File: config.mk
export PLATFORM = sky130hd
export DESIGN_NAME = gcsc_frame
export DESIGN_NICKNAME = d
export VERILOG_FILES = /design/src/rtl/core/gcsc_pkg.sv /design/src/rtl/core/gcsc_frame.sv
export SDC_FILE = /design/constraint.sdc
export NUM_CORES = 1
export LEC_CHECK = 0
export BUFFER_PORTS_ARGS = -buffer_cell sky130_fd_sc_hd__buf_2
export CORE_MARGIN = 5
export CORE_UTILIZATION = 39
export CTS_CLUSTER_DIAMETER = 100
export CTS_CLUSTER_SIZE = 14
export DETAILED_ROUTE_END_ITERATION = 8
export HOLD_SLACK_MARGIN = 0.15
export PLACE_DENSITY_LB_ADDON = 0.1
export SLEW_MARGIN = 20
export SYNTH_ARGS = -nofsm -noshare
export SYNTH_HDL_FRONTEND = slang
export SYNTH_SLANG_ARGS = --single-unit
export TNS_END_PERCENT = 10
File: constraint.sdc
create_clock -name clk_i -period 3.42 [get_ports clk_i]
set_clock_uncertainty 0.1 [all_clocks]
set_input_delay 0.684 -clock clk_i [delete_from_list [all_inputs] [get_ports clk_i]]
set_output_delay 0.684 -clock clk_i [all_outputs]
set_load 0.01 [all_outputs]
File: src/rtl/core/gcsc_pkg.sv
`default_nettype none
// ----------------------------------------------------------------------------
// gcsc_pkg: command stream checker shared types
// Transfer payloads, status codes and opcode range bounds.
// ----------------------------------------------------------------------------
package gcsc_pkg;

  localparam int unsigned WordW   = 32;
  localparam int unsigned OpW     = 8;
  localparam int unsigned LenW    = 4;
  localparam int unsigned StatusW = 2;

  typedef enum logic [StatusW-1:0] {
    ST_OK          = 2'd0,
    ST_UNSUPPORTED = 2'd1,
    ST_TRUNCATED   = 2'd2
  } status_e;

  localparam logic [OpW-1:0] OpPolyLo  = 8'h20;
  localparam logic [OpW-1:0] OpPolyHi  = 8'h3f;
  localparam logic [OpW-1:0] OpLineLo  = 8'h40;
  localparam logic [OpW-1:0] OpLineHi  = 8'h47;
  localparam logic [OpW-1:0] OpPlineLo = 8'h50;
  localparam logic [OpW-1:0] OpPlineHi = 8'h57;
  localparam logic [OpW-1:0] OpRectLo  = 8'h60;
  localparam logic [OpW-1:0] OpRectHi  = 8'h7f;
  localparam logic [OpW-1:0] OpEnvLo   = 8'he1;
  localparam logic [OpW-1:0] OpEnvHi   = 8'he6;
  localparam logic [OpW-1:0] OpNop     = 8'h00;
  localparam logic [OpW-1:0] OpFill    = 8'h02;
  localparam logic [OpW-1:0] OpCopy    = 8'h80;
  localparam logic [OpW-1:0] RectSizeM = 8'h18;

  localparam logic [LenW-1:0] MaxLen = 4'd12;

  typedef struct packed {
    logic [WordW-1:0] command_word;
    logic             last_word;
  } in_t;

  typedef struct packed {
    logic            is_header;
    logic [LenW-1:0] command_length;
    status_e         status;
    logic            stream_done;
  } out_t;

endpackage
`default_nettype wire

File: src/rtl/core/gcsc_frame.sv
`default_nettype none
// ----------------------------------------------------------------------------
// gcsc_frame: command framing tracker
// Holds the owed parameter word count and the sticky verdict of the stream.
// ----------------------------------------------------------------------------
module gcsc_frame (
  input  wire logic                      clk_i,
  input  wire logic                      rst_ni,
  input  wire logic                      advance_i,
  input  wire gcsc_pkg::in_t             data_i,
  input  wire logic [gcsc_pkg::LenW-1:0] dec_len_i,
  output gcsc_pkg::out_t                 result_o
);

  logic [gcsc_pkg::LenW-1:0] remain_q, remain_d, remain_n;
  gcsc_pkg::status_e         err_q, err_d, err_n;
  logic                      header;
  logic [gcsc_pkg::LenW-1:0] length;

  always_comb begin
    remain_n = remain_q;
    err_n    = err_q;
    header   = 1'b0;
    length   = '0;
    if (err_q == gcsc_pkg::ST_OK) begin
      if (remain_q != '0) begin
        remain_n = remain_q - 4'd1;
      end else begin
        header = 1'b1;
        length = dec_len_i;
        if (dec_len_i == '0) begin
          err_n = gcsc_pkg::ST_UNSUPPORTED;
        end else begin
          remain_n = dec_len_i - 4'd1;
        end
      end
      if (data_i.last_word && err_n == gcsc_pkg::ST_OK && remain_n != '0) begin
        err_n = gcsc_pkg::ST_TRUNCATED;
      end
    end
    result_o.is_header      = header;
    result_o.command_length = length;
    result_o.status         = err_n;
    result_o.stream_done    = data_i.last_word;
    remain_d = data_i.last_word ? '0 : remain_n;
    err_d    = data_i.last_word ? gcsc_pkg::ST_OK : err_n;
  end

  always_ff @(posedge clk_i or negedge rst_ni) begin
    if (!rst_ni) begin
      remain_q <= '0;
      err_q    <= gcsc_pkg::ST_OK;
    end else if (advance_i) begin
      remain_q <= remain_d;
      err_q    <= err_d;
    end
  end

endmodule
`default_nettype wire

## Yosys cells after proc, flatten, opt, wreduce, memory -nomap -nowiden

Index checks and enable logic that the tools add are counted.

| operators by class | value |
|---|---|
| reductions and logical operators | 9 |
| mux-type cells | 15 |
| $add $sub $neg | 2 |

Operators by type and width:

| kind | count |
|---|---|
| two-way mux 4 bit | 7 |
| two-way mux 2 bit | 6 |
| nonzero test 4 bit | 2 |
| subtractor 4 x 1 -> 4 bit, second input constant | 2 |
| zero test 2 bit | 2 |
| zero test 4 bit | 1 |
| logical AND 1 bit | 2 |
| two-way mux 1 bit | 2 |
| AND reduction 2 bit | 1 |
| nonzero test 2 bit | 1 |

| storage, ports and cells | value |
|---|---|
| register bits | 6 |
| output and inout port bits | 8 |
| bits of input ports | 40 |
| word-level logic and storage cells | 28 |

## Logic depth before layout (Yosys ltp)

Gate-level depths: netlist (run 1).

| logic depth | value |
|---|---|
| depth after elaboration | 10 |
| gate-level depth with buffers | 8 |
| depth with buffers taken out | 7 |

## Worst setup path before layout (run 1)

No wires, ideal clock.

| timing path | value |
|---|---|
| path kind | in2out |
| start | input dec_len_i[0] (netlist bit) |
| end | output result_o[2] (netlist bit) |
| required time | 2.636 ns |
| arrival | 1.924 ns |
| slack | 0.712 ns |
| buffers on the path | 0 |
| stages | 7 |
| cells stage by stage | inv_1 > ha_1 > or3b_1 > and2_0 > o22ai_1 > nor2b_1 > a31oi_1 |

RTL lines:

| element | line | source |
|---|---|---|
| start: declaration | gcsc_frame.sv:11 | `input wire logic [gcsc_pkg::LenW-1:0] dec_len_i,` |
| end: declaration | gcsc_frame.sv:12 | `output gcsc_pkg::out_t result_o` |

==> results by group, run 1 <==
Timing
  – Final Worst Setup Slack: approximately 0.43 ns
  – Final hold violations: 0
  – Fin crit share: 87.5%
  – Fin. max-slew vios: 0
  – Fmax: 334 MHz
  – Fin Setup TNS: 0 ns
  – Headroom to the max-slew limit: 71.5%
  – Actual slew at the worst max-slew pin: 0.427 ns
  – Hold slack: 0.449 ns
  – Clock period minus worst slack: 2.99 ns
  – Unrepaired setup endpoints after global routing: false
  – Setup violators final: 0

Finish
  – Register area: roughly 150 µm²
  – Final instance area: approximately 650 µm²
  – Post-layout util: 48.8%
  – Final #Nets: approximately 130
  – Layout cells sized above 1: 24.7%
  – Fillers: 142
  – Finished Layout Cells: 100
  – Multi-input gate area: 340 µm²
  – Antenna diodes: 0
  – Area grow syn2layout: 16.9%

Place
  – Placed Instances: 96
  – HPWL after DPL: 995 µm
  – Area after DPL: just over 600 µm²
  – RePlAce Congestion: between 0.6 and 0.7
  – Dpl ws: 0.427 ns
  – Port Buffer Count: 15

CTS
  – H-Tree Depth: 1
  – Post-cts sizing count: 0
  – Root buffer cell: clkbuf_4
  – Clock Path Buffers: 2
  – Clock Sink Count: 6
  – Setup Fix Bufs, Post-CTS: 0
  – Clk slew on worst S/H paths: 0.04 ns
  – Post-CTS Hold Fix Bufs: 0
  – TritonCTS clock tree: built
  – Worst-Skew Late Latency: roughly 0.24 ns
  – Num CTS Buffers: 3

Routing
  – Avg WL per Cell: 12.5 µm
  – Initial DRT Pass Iterations: 4
  – Via Count: between 500 and 600
  – Total Wirelength: 1250 µm
  – DRC viols: 0
  – Detailed router's first-iteration violation count: 9
  – Via/cell ratio: 5.61
  – Detail Route Antenna Nets: 0

Logic synthesis
  – Largest cells by area after synthesis: dfrtp_1 (27%), inv_1 (4.7%), a31oi_1 (4.5%)
  – Adder-Cell Fraction of Synth Area: approximately 4.5%
  – Synth warnings: 0
  – Area leader, netlist: dfrtp_1
  – Sequential area share after synthesis: a little over a quarter
  – Synthesized Nets: 112
  – Post-synthesis mux area share: 0%
  – Largest family of logic cells by synthesized area: compound AO/OA/AOI/OAI gates
  – Post-synthesis xor/xnor area fraction: 0%
  – Syn Area/Cell: 7.95 µm²
  – Post-synth top area share: 27.0%
  – Library cells used by synthesis: 32
  – Syn Std Cell Area: about 560 µm²
  – Register bit total from synthesis: 6
  – Compound-Gate Fraction of Synth Area: ~29%
  – Simple-gate portion of the synthesized area: 28.1%
  – Synthesized instance count: 70

Global route
  – Tot GR Track Use: 12.5%
  – Grt total ovfl: 0
  – Largest net degree at the start of global routing: 14
  – Initial antenna violation count: 0
  – Global-route wire length before repair: 2060 µm
  – Vias in the first global route: ~480

Setup path
  – Reg2reg end: remain_q[3]
  – Crit path from: dec_len_i[0]
  – Slowest CP cell: or3b_1
  – CP max FO: 6
  – WP data required: 2.64 ns
  – Worst-path cell chain: buf_2 -> inv_1 -> ha_1 -> or3b_1 -> and2_0 -> o22ai_1 -> nor2b_1 -> a31oi_1 -> buf_2
  – Startpoint type of the worst setup path: primary input
  – CP endpoint kind: output port
  – Crit Reg-Reg Startpoint: remain_q[0]
  – Critical Path AT: 2.21 ns
  – Most Frequent Cell on Critical Path: buf_2
  – R2R depth: 8
  – Crit path kind: primary input to output port
  – Crit path largest cell delay: 0.39 ns
  – Reg2Reg Setup Slack: 1.54 ns

Floorplanning
  – Core footprint: 1330 µm²
  – I/O Pins: 48
  – # rows: 13
  – Die W: 47.8 µm
  – Initial Util: 41.7%
  – Die Y: 47.8 µm
  – Die area: 2280 µm²

Power and ir drop
  – LEAKAGE: between 0.3 and 0.4 nW
  – Peak VDD IR: 0.000295 V
  – Tot Pwr: 0.498 mW
  – Pwr Density: 766 nW/µm²

Worst hold path
  – Hold WC Path Type: flop to flop
  – Worst hold endpoint: remain_q[0]
  – WHS Path Cells: 2
  – HP Start: remain_q[0]

Flow run
  – MaxCap Viol Count: 0

Status
  – Status: finished, final reports clean
==> layout make-up <==
cell class | count | share of cell area [%]
Sequential cell | 6 | 23.1
Timing Repair Buffer | 17 | 14.2
Clock buffer | 3 | 3.46
Tap cell | 15 | 2.88
Inverter | 7 | 4.04
Multi-Input combinational cell | 52 | 52.3
==> cells in the mapped netlist <==
library cell / number
a31oi_1: 4
and2_1: 2
a22oi_1: 2
or4_1: 1
and3_1: 4
a21oi_1: 2
o22ai_1: 4
and2b_1: 1
o211ai_1: 1
a2bb2oi_1: 2
clkdlybuf4s25_2: 1
inv_1: 7
o21ai_0: 4
clkbuf_4: 1
nor3b_2: 1
a21boi_0: 1
and3b_1: 1
nor2_1: 2
nor2b_1: 2
or2_2: 1
buf_4: 3
ha_1: 2
nand2_1: 5
or3b_1: 1
o311ai_0: 1
o31ai_1: 2
nand3_1: 2
and2_0: 1
dfrtp_1: 6
o21bai_1: 1
nor3_1: 1
nor3b_1: 1
==> power breakdown <==
part,internal [mW],switching [mW],total [mW]
Combinational,0.145,0.165,0.309
Clock,0.0395,0.0225,0.0620
Sequential,0.0924,0.0346,0.127
==> worst max-delay path: cells and delay by family <==
family,cells,cell delay (ns)
AO/OA/AOI/OAI,2,0.33
adder cells (fa/ha/maj),1,0.23
buffers and inverters,3,0.34
AND/OR/NAND/NOR,3,0.64
==> logic make-up (layout without fill, tap and decap cells) <==
group                      count (synthesis)  count (layout)
and+or+nand+nor                           26              26
AOI/OAI and AO/OA                         24              24
buffers and inverters                     12              27
DFF                                        6               6
adders and majority gates                  2               2
==> sequential cells by signal, summed over array words and instances, names as in the netlist <==
register  cells
remain_q      4
err_q         2
==> worst max-delay path by stage <==
stage | endpoint | cells past startpoint
2_1_floorplan | result_o[2] | 7
3_3_place_gp | result_o[2] | 9
3_5_place_dp | result_o[2] | 9
4_1_cts | result_o[2] | 9
5_1_grt | result_o[2] | 9
6_report | result_o[2] | 9
==> cells in the final DEF, fill, tap and decap left out <==
master | Yosys | layout
and3_1 | 4 | 4
nor3_1 | 1 | 1
or4_1 | 1 | 1
nand3_1 | 2 | 2
a22oi_1 | 2 | 2
o311ai_0 | 1 | 1
o22ai_1 | 4 | 4
inv_1 | 7 | 7
buf_4 | 3 | 1
and2b_1 | 1 | 1
ha_1 | 2 | 2
and3b_1 | 1 | 1
a31oi_1 | 4 | 4
and2_0 | 1 | 1
or3b_1 | 1 | 1
dlygate4sd3_1 | 0 | 1
dfrtp_1 | 6 | 6
a21boi_0 | 1 | 1
a21oi_1 | 2 | 2
nand2_1 | 5 | 5
o31ai_1 | 2 | 2
clkbuf_4 | 1 | 3
buf_2 | 0 | 15
nor2b_1 | 2 | 2
or2_2 | 1 | 1
nor3b_2 | 1 | 1
o21ai_0 | 4 | 4
and2_1 | 2 | 2
nor2_1 | 2 | 2
a2bb2oi_1 | 2 | 2
o21bai_1 | 1 | 1
nor3b_1 | 1 | 1
o211ai_1 | 1 | 1
==> routing by layer <==
metal | GRT usage [%] | vias up | share of wire (%) | routed length (µm)
met2 | 17.2 | 15 | 42 | 529
li1 | - | 288 | - | -
met5 | 0 | - | 0 | 0
met4 | 1.61 | 0 | 0 | 0
met1 | 18.6 | 258 | 53 | 664
met3 | 5.26 | 0 | 4.8 | 60
Note: power is estimated with default switching activity, not from simulation.
==> run 2, diff against run 1 <==
--- a/config.mk
+++ b/config.mk
@@ -7,7 +7,7 @@
 export LEC_CHECK = 0
 export BUFFER_PORTS_ARGS = -buffer_cell sky130_fd_sc_hd__buf_2
 export CORE_MARGIN = 5
-export CORE_UTILIZATION = 39
+export CORE_UTILIZATION = 36
 export CTS_CLUSTER_DIAMETER = 100
 export CTS_CLUSTER_SIZE = 14
 export DETAILED_ROUTE_END_ITERATION = 8
==> constraint.sdc (replaced) <==
create_clock -name clk_i -period 2.82 [get_ports clk_i]
set_clock_uncertainty 0.1 [all_clocks]
set_input_delay 0.564 -clock clk_i [delete_from_list [all_inputs] [get_ports clk_i]]
set_output_delay 0.564 -clock clk_i [all_outputs]
set_load 0.01 [all_outputs]
==> run 2 against run 1 <==
  * Die area up 6.5%
  * Worst hold slack better by 0.023 ns
  * Sequential share of layout area down 1.2 points
  * Critical path type unchanged
  * Largest power group unchanged
==> results by group, run 2 (synthesis results as in run 1) <==
Setup path
  – Crit Reg-Reg Startpoint: remain_q[1]
  – CP endpoint kind: output port
  – Crit path from: dec_len_i[0]
  – CP endpoint: result_o[2]
  – R2R depth: 8 (unchanged)
  – Reg2reg end: remain_q[3]
  – WP data required: 2.16 ns (-0.48 ns)
  – Critical Path AT: 2.04 ns (-0.17 ns)
  – Crit path kind: primary input to output port
  – Reg2Reg Setup Slack: 0.95 ns (-0.59 ns)
  – Startpoint type of the worst setup path: primary input
  – CP max FO: 5 (-1)

Worst hold path
  – HP Start: err_q[0]
  – Hold WC Path Type: flop to flop
  – WHS Path Cells: 2 (unchanged)

Global route
  – Largest net degree at the start of global routing: 14 (unchanged)
  – Grt total ovfl: 0 (unchanged)
  – Vias in the first global route: 547 (+15%)
  – Global-route wire length before repair: 2370 µm (+15%)
  – Initial antenna violation count: 0 (unchanged)
  – Tot GR Track Use: 12.1% (-0.40 points)

Place
  – Area after DPL: 634 µm² (+2.6%)
  – Dpl ws: 0.102 ns (-0.324 ns)
  – HPWL after DPL: 1000 µm (+0.70%)
  – Port Buffer Count: 15 (unchanged)
  – RePlAce Congestion: 0.716 (+3.7%)

Finish
  – Layout cells sized above 1: 30.7% (+6.0 points)
  – Final instance area: 687 µm² (+5.6%)
  – Largest regs: remain_q (4), err_q (2)
  – Final #Nets: 132 (+2.3%)
  – Max reg flops: 4 (unchanged)
  – Most frequent cells in the layout: buf_2 (15), inv_1 (6), dfrtp_1 (6)
  – Most common cell after layout, fill and taps aside: buf_2
  – Antenna diodes: 0 (unchanged)
  – Top reg by flops: remain_q
  – Area grow syn2layout: 23.4%

Status
  – Status: finished, final reports clean

Routing
  – Via Count: 568 (+1.2%)
  – Detail Route Antenna Nets: 0 (unchanged)
  – DRC viols: 0 (unchanged)
  – Via/cell ratio: 5.46 (-2.6%)
  – Total Wirelength: 1320 µm (+5.3%)
  – Initial DRT Pass Iterations: 4 (unchanged)
  – Detailed router's first-iteration violation count: 11 (+2)
  – Avg WL per Cell: 12.7 µm (+1.2%)

Power and ir drop
  – Sequential share of power: 23.4% (-2.1 points)
  – Int Pwr: 0.377 mW (+36%)
  – P_sw: 0.286 mW (+29%)
  – Peak VDD IR: 0.000488 V (+65%)
  – Logic gate share of total power: 65.1% (+3.0 points)
  – Pwr Density: 966 nW/µm² (+26%)
  – LEAKAGE: 0.342 nW (+5.4%)
  – Tot Pwr: 0.663 mW (+33%)
  – Clk network pwr share: 11.5% (-0.9 points)
  – Sw frac: 43.2% (-1.3 points)

Timing
  – Clock period minus worst slack: around 2.7 ns
  – Setup violators final: 0 (unchanged)
  – Headroom to the max-slew limit: 72.6% (+1.1 points)
  – Unrepaired setup endpoints after global routing: false
  – Fin crit share: 95.7%
  – Hold slack: 0.472 ns (+0.0229 ns)
  – Fin. max-slew vios: 0 (unchanged)
  – Final Worst Setup Slack: 0.120 ns (-0.306 ns)
  – Fin Setup TNS: 0 ns (unchanged)
  – Fmax: 370 MHz
  – Actual slew at the worst max-slew pin: 0.410 ns (-0.0173 ns)
  – Final hold violations: 0 (unchanged)

Floorplanning
  – # rows: 14 (+1)
  – I/O Pins: 48 (unchanged)
  – Die W: 49.3 µm (+3.2%)
  – Die area: 2430 µm² (+6.5%)
  – Initial Util: 37.4% (-4.3 points)
  – Die Y: 49.3 µm (+3.2%)
  – Core footprint: 1490 µm² (+12%)

Flow run
  – MaxCap Viol Count: 0 (unchanged)

CTS
  – TritonCTS clock tree: built
  – Clock Path Buffers: 2 (unchanged)
  – H-Tree Depth: 1 (unchanged)
  – Root buffer cell: clkbuf_4
  – Clk slew on worst S/H paths: 0.04 ns (about the same)
  – Clock Sink Count: 6 (unchanged)
  – Num CTS Buffers: 3 (unchanged)
  – Worst-Skew Late Latency: 0.24 ns (about the same)
run 2: power by group through the flow:
stage	combinational [mW]	sequential (mW)	clock (mW)
detailed placement	0.374	0.154	0
global placement	0.376	0.153	0
finish	0.432	0.155	0.0761
global route	0.495	0.163	0.0865
floorplan	0.297	0.140	0
CTS	0.377	0.153	0.0800
run 2: area by class of cell:
type                    count  area [µm²]
fillers                   144         802
clock buffers               3        22.5
inverters                   7        26.3
multi-input cells          52         349
well taps                  16        20.0
repair buffers             20         119
flip-flops and latches      6         150
run 2: critical path, stage by stage:
cell	delay [ns]
buf_2	0.12
inv_1	0.06
ha_1	0.18
or3b_1	0.39
and2_0	0.19
o22ai_2	0.11
nor2b_1	0.07
a31oi_1	0.20
buf_2	0.16
run 2: per-stage QoR:
step,utilization (%),instances
after detailed placement,42.6,99
after floorplan,-,70
after CTS,44.8,103
final,46.1,104
after global placement,42.6,99
after global routing,46.1,104
run 2: repair_timing:
action / in CTS / in global routing
endpoints found under the hold margin: 6 / 0
hold buffers: 1 / 0
setup endpoints to repair: 0 / 1
resized for setup: 0 / 6
setup buffers: 0 / 1
run 2: worst min-delay path by stage:
stage	end	slack, ns
6_report	err_q[0]	0.47
5_1_grt	err_q[0]	0.50
4_1_cts	remain_q[0]	0.46
3_5_place_dp	remain_q[3]	0.29
3_3_place_gp	remain_q[3]	0.29
2_1_floorplan	err_q[0]	0.17
run 2: per-layer routing:
layer | part of all wire (%) | global-route usage, %
met3 | 3.1 | 3.67
met4 | 0.91 | 4.04
met2 | 42 | 19.1
met1 | 53 | 15.5
met5 | 0 | 0
